File: config.mk
export PLATFORM = sky130hd
export DESIGN_NAME = doubled_pixel_frame_store_core_flat
export DESIGN_NICKNAME = d
export VERILOG_FILES = /design/src/design/dpfs_pkg.sv /design/src/design/dpfs_if.sv /design/src/design/doubled_pixel_frame_store_core.sv /design/src/flat_wrapper.sv
export SDC_FILE = /design/constraint.sdc
export NUM_CORES = 1
export LEC_CHECK = 0
export ABC_CLOCK_PERIOD_IN_PS = 11370
export BUFFER_PORTS_ARGS = -buffer_cell sky130_fd_sc_hd__buf_2
export CAP_MARGIN = 5
export CORE_MARGIN = 1
export CORE_UTILIZATION = 50
export CTS_CLUSTER_SIZE = 40
export DETAILED_ROUTE_END_ITERATION = 7
export HOLD_SLACK_MARGIN = 0.03
export PLACE_DENSITY = 0.73
export SYNTH_ARGS = -nofsm -noshare
export SYNTH_HDL_FRONTEND = slang
export SYNTH_SLANG_ARGS = --single-unit
File: constraint.sdc
create_clock -name clock -period 11.37 [get_ports clock]
set_clock_uncertainty 0.2 [all_clocks]
set_input_delay 2.274 -clock clock [delete_from_list [all_inputs] [get_ports clock]]
set_output_delay 2.274 -clock clock [all_outputs]
set_load 0.01 [all_outputs]
File: src/design/dpfs_pkg.sv
// Shared types, codes and constants of the doubled pixel frame store.
package dpfs_pkg;

   localparam int COL_W   = 6;
   localparam int ROW_W   = 5;
   localparam int BAND_W  = 3;
   localparam int BIT_W   = 2;
   localparam int ENTRY_W = 4;
   localparam int BYTE_W  = 8;
   localparam int IDX_W   = 9;

   localparam logic CMD_WRITE = 1'b0;
   localparam logic CMD_DRAW  = 1'b1;

   localparam logic KIND_CMD  = 1'b0;
   localparam logic KIND_DATA = 1'b1;

   localparam logic [BYTE_W-1:0] COL_CMD_BASE  = 8'h80;
   localparam logic [BYTE_W-1:0] BANK_CMD_BASE = 8'h40;

   localparam logic [BYTE_W-1:0] PAIR_0 = 8'h03;
   localparam logic [BYTE_W-1:0] PAIR_1 = 8'h0C;
   localparam logic [BYTE_W-1:0] PAIR_2 = 8'h30;
   localparam logic [BYTE_W-1:0] PAIR_3 = 8'hC0;

   function automatic logic [BYTE_W-1:0] widen_band(input logic [ENTRY_W-1:0] nib);
      logic [BYTE_W-1:0] b;
      b = '0;
      if (nib[0]) b = b | PAIR_0;
      if (nib[1]) b = b | PAIR_1;
      if (nib[2]) b = b | PAIR_2;
      if (nib[3]) b = b | PAIR_3;
      return b;
   endfunction

endpackage

File: src/design/dpfs_if.sv
// Valid/ready channels for pixel requests and display words.
interface dpfs_req_if
   import dpfs_pkg::*;
();
   logic             valid;
   logic             ready;
   logic             cmd;
   logic [COL_W-1:0] col;
   logic [ROW_W-1:0] row;
   logic             pixel_on;

   modport source (output valid, cmd, col, row, pixel_on, input ready);
   modport sink   (input valid, cmd, col, row, pixel_on, output ready);
endinterface

interface dpfs_rsp_if
   import dpfs_pkg::*;
();
   logic              valid;
   logic              ready;
   logic              is_data;
   logic [BYTE_W-1:0] out_byte;
   logic              last;

   modport source (output valid, is_data, out_byte, last, input ready);
   modport sink   (input valid, is_data, out_byte, last, output ready);
endinterface

File: src/design/doubled_pixel_frame_store_core.sv
// Top level of the doubled pixel frame store: band memory, sequencer and word output.
//
// req_ch carries one request word: cmd (write or draw), col, row and pixel_on.
// rsp_ch carries display words: is_data, out_byte and last.
// A write sets or clears one pixel and returns nothing.
// A draw returns six words for the band holding the pixel: column command,
// bank command and doubled data byte for display column 2*col, then the same
// for 2*col+1, with last on the sixth word. A draw passes through the read
// state before the first word, then gives one word per cycle while
// rsp_ch.ready is high. Requests outside the grid are taken and dropped.
// The block holds one request at a time: req_ch.ready is high only while no
// request is in flight. Each request goes through the registered read of the
// band memory, followed by the read-modify-write or the six-word sequence.
// When the receiver holds rsp_ch.ready low, the current word stays on the
// port unchanged. Reset clears all valid bits of the band memory, so every
// pixel reads as clear at once; no clearing pass is needed.
module doubled_pixel_frame_store_core
   import dpfs_pkg::*;
#(
   parameter int GRID_COLS = 42,
   parameter int GRID_ROWS = 24
) (
   input  logic       clock,
   input  logic       reset,
   dpfs_req_if.sink   req_ch,
   dpfs_rsp_if.source rsp_ch
);

   localparam int BAND_COUNT = (GRID_ROWS + 3) / 4;
   localparam int DEPTH      = GRID_COLS * BAND_COUNT;
   localparam int ADDR_W     = (DEPTH > 1) ? $clog2(DEPTH) : 1;
   localparam logic [COL_W:0] COL_LIMIT = (COL_W + 1)'(GRID_COLS);
   localparam logic [ROW_W:0] ROW_LIMIT = (ROW_W + 1)'(GRID_ROWS);
   localparam logic [2:0] STEP_LAST = 3'd5;

   typedef enum logic [1:0] {
      ST_IDLE,
      ST_READ,
      ST_EMIT
   } state_type;

   state_type            state_ff, state_in;
   logic [2:0]           step_ff, step_in;
   logic [DEPTH-1:0]     vld_ff;

   logic                 cmd_ff;
   logic [COL_W-1:0]     col_ff;
   logic [BAND_W-1:0]    band_ff;
   logic [BIT_W-1:0]     bit_ff;
   logic                 on_ff;
   logic [ADDR_W-1:0]    addr_ff;
   logic [BYTE_W-1:0]    data_ff;
   logic [ENTRY_W-1:0]   rd_data_ff;
   logic                 rd_vld_ff;

   logic [ENTRY_W-1:0]   mem [DEPTH];

   logic                 accept;
   logic                 in_range;
   logic [BAND_W-1:0]    req_band;
   logic [IDX_W-1:0]     idx_wide;
   logic [ADDR_W-1:0]    req_addr;
   logic [ENTRY_W-1:0]   entry;
   logic [ENTRY_W-1:0]   bit_mask;
   logic [ENTRY_W-1:0]   new_entry;
   logic                 mem_we;
   logic                 resp_take;
   logic [BYTE_W-1:0]    col_byte;
   logic [BYTE_W-1:0]    bank_byte;

   assign req_ch.ready = (state_ff == ST_IDLE);
   assign accept       = req_ch.valid && req_ch.ready;
   assign in_range     = ({1'b0, req_ch.col} < COL_LIMIT) && ({1'b0, req_ch.row} < ROW_LIMIT);
   assign req_band     = req_ch.row[ROW_W-1:BIT_W];
   assign idx_wide     = IDX_W'(req_ch.col) * IDX_W'(BAND_COUNT) + IDX_W'(req_band);
   assign req_addr     = idx_wide[ADDR_W-1:0];

   assign entry     = rd_vld_ff ? rd_data_ff : '0;
   assign bit_mask  = ENTRY_W'(1) << bit_ff;
   assign new_entry = on_ff ? (entry | bit_mask) : (entry & ~bit_mask);
   assign mem_we    = (state_ff == ST_READ) && (cmd_ff == CMD_WRITE);
   assign resp_take = rsp_ch.valid && rsp_ch.ready;

   assign col_byte  = COL_CMD_BASE | {1'b0, col_ff, 1'b0};
   assign bank_byte = BANK_CMD_BASE | BYTE_W'(band_ff);

   always_comb begin
      state_in = state_ff;
      step_in  = step_ff;
      unique case (state_ff)
         ST_IDLE: begin
            step_in = '0;
            if (accept && in_range) begin
               state_in = ST_READ;
            end
         end
         ST_READ: begin
            state_in = (cmd_ff == CMD_DRAW) ? ST_EMIT : ST_IDLE;
         end
         ST_EMIT: begin
            if (resp_take) begin
               step_in = step_ff + 3'd1;
               if (step_ff == STEP_LAST) begin
                  state_in = ST_IDLE;
               end
            end
         end
         default: begin
            state_in = ST_IDLE;
         end
      endcase
   end

   always_ff @(posedge clock) begin
      if (reset) begin
         state_ff <= ST_IDLE;
         step_ff  <= '0;
      end else begin
         state_ff <= state_in;
         step_ff  <= step_in;
      end
   end

   always_ff @(posedge clock) begin
      if (reset) begin
         vld_ff <= '0;
      end else if (mem_we) begin
         vld_ff[addr_ff] <= 1'b1;
      end
   end

   always_ff @(posedge clock) begin
      if (mem_we) begin
         mem[addr_ff] <= new_entry;
      end
      if (accept) begin
         rd_data_ff <= mem[req_addr];
         rd_vld_ff  <= vld_ff[req_addr];
         cmd_ff     <= req_ch.cmd;
         col_ff     <= req_ch.col;
         band_ff    <= req_band;
         bit_ff     <= req_ch.row[BIT_W-1:0];
         on_ff      <= req_ch.pixel_on;
         addr_ff    <= req_addr;
      end
      if (state_ff == ST_READ) begin
         data_ff <= widen_band(entry);
      end
   end

   always_comb begin
      rsp_ch.valid    = (state_ff == ST_EMIT);
      rsp_ch.is_data  = KIND_CMD;
      rsp_ch.out_byte = col_byte;
      rsp_ch.last     = 1'b0;
      case (step_ff)
         3'd0: begin
            rsp_ch.out_byte = col_byte;
         end
         3'd1, 3'd4: begin
            rsp_ch.out_byte = bank_byte;
         end
         3'd2: begin
            rsp_ch.is_data  = KIND_DATA;
            rsp_ch.out_byte = data_ff;
         end
         3'd3: begin
            rsp_ch.out_byte = col_byte | 8'h01;
         end
         3'd5: begin
            rsp_ch.is_data  = KIND_DATA;
            rsp_ch.out_byte = data_ff;
            rsp_ch.last     = 1'b1;
         end
         default: begin
            rsp_ch.out_byte = col_byte;
         end
      endcase
   end

   a_no_overlap: assert property (@(posedge clock) disable iff (reset)
      !(rsp_ch.valid && req_ch.ready))
      else $error("request taken while words are pending");

   a_drop_range: assert property (@(posedge clock) disable iff (reset)
      (accept && !in_range) |=> (req_ch.ready && !rsp_ch.valid))
      else $error("out-of-grid request not dropped");

   a_last_ends: assert property (@(posedge clock) disable iff (reset)
      (resp_take && rsp_ch.last) |=> !rsp_ch.valid)
      else $error("words continue after last");

   a_data_doubled: assert property (@(posedge clock) disable iff (reset)
      (rsp_ch.valid && rsp_ch.is_data) |->
         ((rsp_ch.out_byte[0] == rsp_ch.out_byte[1]) &&
          (rsp_ch.out_byte[2] == rsp_ch.out_byte[3]) &&
          (rsp_ch.out_byte[4] == rsp_ch.out_byte[5]) &&
          (rsp_ch.out_byte[6] == rsp_ch.out_byte[7])))
      else $error("data byte not vertically doubled");

endmodule
File: src/flat_wrapper.sv
// flat-port wrapper written by rule: the top's interface ports become plain ports
module doubled_pixel_frame_store_core_flat import dpfs_pkg::*;
#(
   parameter int GRID_COLS = 42,
   parameter int GRID_ROWS = 24
)
  (clock, reset, req_ch_valid, req_ch_cmd, req_ch_col, req_ch_row, req_ch_pixel_on, req_ch_ready, rsp_ch_valid, rsp_ch_is_data, rsp_ch_out_byte, rsp_ch_last, rsp_ch_ready);
  dpfs_req_if req_ch_i ();
  dpfs_rsp_if rsp_ch_i ();
  input  logic clock;
  input  logic reset;
  input wire logic [$bits(req_ch_i.valid)-1:0] req_ch_valid;
  input wire logic [$bits(req_ch_i.cmd)-1:0] req_ch_cmd;
  input wire logic [$bits(req_ch_i.col)-1:0] req_ch_col;
  input wire logic [$bits(req_ch_i.row)-1:0] req_ch_row;
  input wire logic [$bits(req_ch_i.pixel_on)-1:0] req_ch_pixel_on;
  output wire logic [$bits(req_ch_i.ready)-1:0] req_ch_ready;
  output wire logic [$bits(rsp_ch_i.valid)-1:0] rsp_ch_valid;
  output wire logic [$bits(rsp_ch_i.is_data)-1:0] rsp_ch_is_data;
  output wire logic [$bits(rsp_ch_i.out_byte)-1:0] rsp_ch_out_byte;
  output wire logic [$bits(rsp_ch_i.last)-1:0] rsp_ch_last;
  input wire logic [$bits(rsp_ch_i.ready)-1:0] rsp_ch_ready;
  assign req_ch_i.valid = req_ch_valid;
  assign req_ch_i.cmd = req_ch_cmd;
  assign req_ch_i.col = req_ch_col;
  assign req_ch_i.row = req_ch_row;
  assign req_ch_i.pixel_on = req_ch_pixel_on;
  assign req_ch_ready = req_ch_i.ready;
  assign rsp_ch_valid = rsp_ch_i.valid;
  assign rsp_ch_is_data = rsp_ch_i.is_data;
  assign rsp_ch_out_byte = rsp_ch_i.out_byte;
  assign rsp_ch_last = rsp_ch_i.last;
  assign rsp_ch_i.ready = rsp_ch_ready;
  doubled_pixel_frame_store_core #(.GRID_COLS(GRID_COLS), .GRID_ROWS(GRID_ROWS)) u_core (.clock(clock), .reset(reset), .req_ch(req_ch_i), .rsp_ch(rsp_ch_i));
endmodule
==> results.md <==
| Item | Reported |
|---|---|
| Fraction of the cycle the final worst path needs | 62.1% |
| Number of buffers inserted during clock tree synthesis | 121 |
| Total wire length | 125 mm |
| Unrepaired setup endpoints after global routing | false |
| Antenna-violating nets left | 0 |
| Cell at the root of the clock tree | clkbuf_16 |
| Power density over the cells | 195 nW/um^2 |
| Number of cells in the design after placement | 4433 |
| Placeable Area | 102000 sq um |
| Clock sink count | 1294 |
| Wire length of the first global-routing pass | 185 mm |
| Area leader, netlist | edfxtp_1 |
| Horizontal die dimension | 322 um |
| Source-to-sink clock delay at the later pin of the worst-skew pair | 700 ps |
| Number of global-route vias before repair | 28000 |
| Share of synthesized area occupied by flip-flops and latches | 70.9% |
| Global-route met2 utilization | 37.7% |
| Endpoint type of the worst setup path | flop |
| Placement row count | 117 |
| Share of the synthesized netlist area taken by xor and xnor gates | 0.210% |
| DR DRC count | 0 |
| Mapped Avg Cell Area | 16.1 sq um |
| Gpl congestion | 0.834 |
| Overall die area | 104000 sq um |
| Non-filler instance count after layout | 4662 |
| Pin count of the biggest net entering global routing | 156 |
| Critical path's slowest cell | fa_4 |
| Number of warnings reported in the yosys synthesis log | 0 |
| Worst Hold Depth | 2 |
| Worst-path fanout max | 45 |
| Post-DP Area | 52400 sq um |
| Transition time at the pin with the least slew margin | 1260 ps |
| Total global routing overflow | 0 |
| Cell area after layout | 56500 sq um |
| Top cell types by occurrence after synthesis | 1037 x edfxtp_1, 740 x nor2_1, 257 x dfxtp_1, 225 x mux4_2, 179 x mux2i_1 |
| Mapped cell area | 51200 sq um |
| Most repeated cell in the gate-level netlist after synthesis | edfxtp_1 |
| Setup slack after layout | 4310 ps |
| Largest cells by area after synthesis | edfxtp_1 61%, dfxtp_1 10%, mux4_2 9.9%, nor2_1 5.4%, mux2i_1 3.5% |
| Average wire per standard cell | 26.7 um |
| Met3 demand-to-capacity share in global routing | 4.82% |
| Combinational family with the most area after synthesis | multiplexers |
| Antenna violations before repair | 0 |
| CTS tree | done |
| Post-DP HPWL | 73.3 mm |
| CP Cell Sequence | buf_2 > ha_1 > inv_1 > fa_4 > buf_4 > inv_1 > buf_4 > nor2_1 > a221oi_1 > o22ai_1 > nor3_1 > mux2_2 > mux2i_1 |
| Count of input and output buffers | 28 |
| Minimum setup slack after placement | 3700 ps |
| Share of total power in sequential cells | 49.9% |
| R2R Path End | u_core.mem[55][2] |
| Relative slew margins | 16.1% |
| Worst min path class | reg2reg |
| Source of the worst hold timing path | u_core.vld_ff[246] |
| Cts repair resizes | 0 |
| Post-route setup TNS | 0 ps |
| Peak supply drop | 200 uV |
| Post-CTS Setup Bufs | 0 |
| Complex-gate fraction of the synthesized area | 4.12% |
| Die Span Y | 322 um |
| End point of the most critical hold path | u_core.vld_ff[246] |
| Portion of total power attributed to the clock network | 37.2% |
| Synth top area share | 60.8% |
| Starting density of the core | 50.4% |
| Number of endpoints with negative hold slack in the final report | 0 |
| Total number of H-tree levels | 3 |
| Worst flop-to-flop path startpoint | u_core.state_ff[1] |
| Combinational fraction of design power | 12.8% |
| Clock transition time at the flip-flop clock pins of the worst setup and hold paths | 60 ps |
| Netlist cell types | 67 |
| Register-to-register setup slack | 7790 ps |
| Iteration count of the initial detailed-routing pass | 6 |
| Number of enable-type register cells in the synthesized netlist | 1037 |
| Pint | 8.22 mW |
| Post-synthesis adder-cell area fraction | 0.420% |
| Synthesis-stage register bit count | 1294 |
| Switching share of total power | 25.2% |
| Detailed-route via count | 28800 |
| Slew Limit Fails | 0 |
| Initial DRC count | 3772 |
| GR met1 Demand/Resource | 33.9% |
| Clk buf depth | 3 |
| Synthesis-to-finish area growth | 10.2% |
| Outcome | complete, no violations |
| Cts-stage hold buffer count | 0 |
| Maximum achievable frequency | 142 MHz |
| Post-synthesis cell count | 3183 |
| Simple-gate share of the synthesized area | 7.30% |
| Worst endpoint data arrival time | 7410 ps |
| Required arrival time at the worst endpoint | 11720 ps |
| Count of endpoints failing setup in the final report | 0 |
| Overall routing resource usage | 24.2% |
| Async set or reset register ratio after synthesis | 0% |
| Startpoint class of the critical path | input port |
| Number of nets produced by synthesis | 3216 |
| Switching power of the nets | 2.77 mW |
| Number of cells on the worst reg-to-reg path | 4 |
| Main flop type after synthesis | edfxtp_1 |
| Multiplexer share of the synthesized area | 14.7% |
| Number of I/O pins | 29 |
| Critical path type | in2reg |
| Fraction of final layout cells sized beyond drive strength 1 | 16.3% |
| LEAKAGE | 18.6 nW |
| Worst slack on hold paths | 263 ps |
| Nets | 3221 |
| Vias per std cell | 6.17 |
| Minimum clock period after layout | 7060 ps |
| Max-cap viol count | 0 |
| Layer with the highest usage after global routing | met2 |
| Delay of the slowest critical-path stage | 1400 ps |
==> layout by cell type, fill, tap and decap left out, drive strengths merged, types with 8 or more instances in the layout <==
| cell type | instances |
|---|---|
| clkbuf | 181 |
| nor3 | 15 |
| nand2b | 9 |
| o22ai | 28 |
| nor2b | 17 |
| nand3 | 23 |
| o21ba | 24 |
| edfxtp | 1037 |
| nor2 | 743 |
| clkinvlp | 8 |
| dfxtp | 257 |
| bufinv | 11 |
| inv | 20 |
| mux4 | 244 |
| and2 | 8 |
| ha | 14 |
| o21ai | 60 |
| buf | 66 |
| a31oi | 10 |
| a21oi | 13 |
| clkinv | 26 |
| a221oi | 71 |
| nand2 | 106 |
| mux2 | 15 |
| mux2i | 179 |
| a22oi | 28 |
==> critical path: cells and delay by family <==
| kind | cells | cell delay [ps] |
|---|---|---|
| and+or+nand+nor | 2 | 1120 |
| buffers and inverters | 5 | 1120 |
| AOI/OAI and AO/OA | 2 | 710 |
| muxes | 2 | 420 |
| adders and majority gates | 2 | 1700 |
==> final cells by class <==
cell class                 count  area, sq um
antenna                        1         2.50
clock inverter                48          548
tap                         1368         1710
clock buffer                 180         3500
sequential                  1294        36300
inverter                      17         66.3
timing repair buffer          68          524
multi-input combinational   1686        13800
fill                        7741        45100
==> how the worst max path moves through the flow <==
stage,to,startpoint
2_1_floorplan,u_core.rd_data_ff[3],req_ch_col[0]
3_3_place_gp,u_core.rd_data_ff[0],req_ch_col[1]
3_5_place_dp,u_core.rd_data_ff[1],req_ch_col[1]
4_1_cts,u_core.rd_data_ff[1],req_ch_col[1]
5_1_grt,u_core.rd_data_ff[1],req_ch_col[1]
6_report,u_core.rd_data_ff[1],req_ch_col[1]
==> power groups by stage <==
stage	Clock, mW	Combinational, mW	Sequential (mW)
floorplan	0	0.856	5.61
global placement	0	1.37	5.59
detailed placement	0	1.40	5.59
CTS	4.12	1.40	5.49
global route	4.31	1.48	5.49
finish	4.09	1.41	5.49
==> flip-flops by register name, indices dropped and copies added, names as in the netlist <==
register and flops:
u_core.addr_ff 8, u_core.band_ff 2, u_core.bit_ff 2, u_core.cmd_ff 1
u_core.col_ff 6, u_core.data_ff 4, u_core.mem 1008, u_core.on_ff 1
u_core.rd_data_ff 4, u_core.rd_vld_ff 1, u_core.state_ff 2, u_core.step_ff 3
u_core.vld_ff 252
==> per-layer routing <==
layer	part of all wire (%)	up-vias	wire, um
li1	-	12200	-
met2	47	1570	58100
met1	40	14700	49200
met4	3.9	0	4870
met5	0	-	0
met3	9.9	277	12400
==> logic make-up (layout without fill, tap and decap cells) <==
kind of cell               after synthesis  in the layout
buffers and inverters                  203            313
AOI/OAI and AO/OA                      283            283
other                                    0              1
DFF                                   1294           1294
adders and majority gates               16             16
xor gates and xnor gates                 8              8
muxes                                  438            438
and+or+nand+nor                        941            941
==> metrics by stage <==
stage               util (%)  power (mW)
floorplan                  -        6.47
CTS                     55.6        11.0
global route            55.6        11.3
detailed placement      51.6        6.98
global placement        51.6        6.95
finish                  55.6        11.0
(Power assumes the default switching activity.)
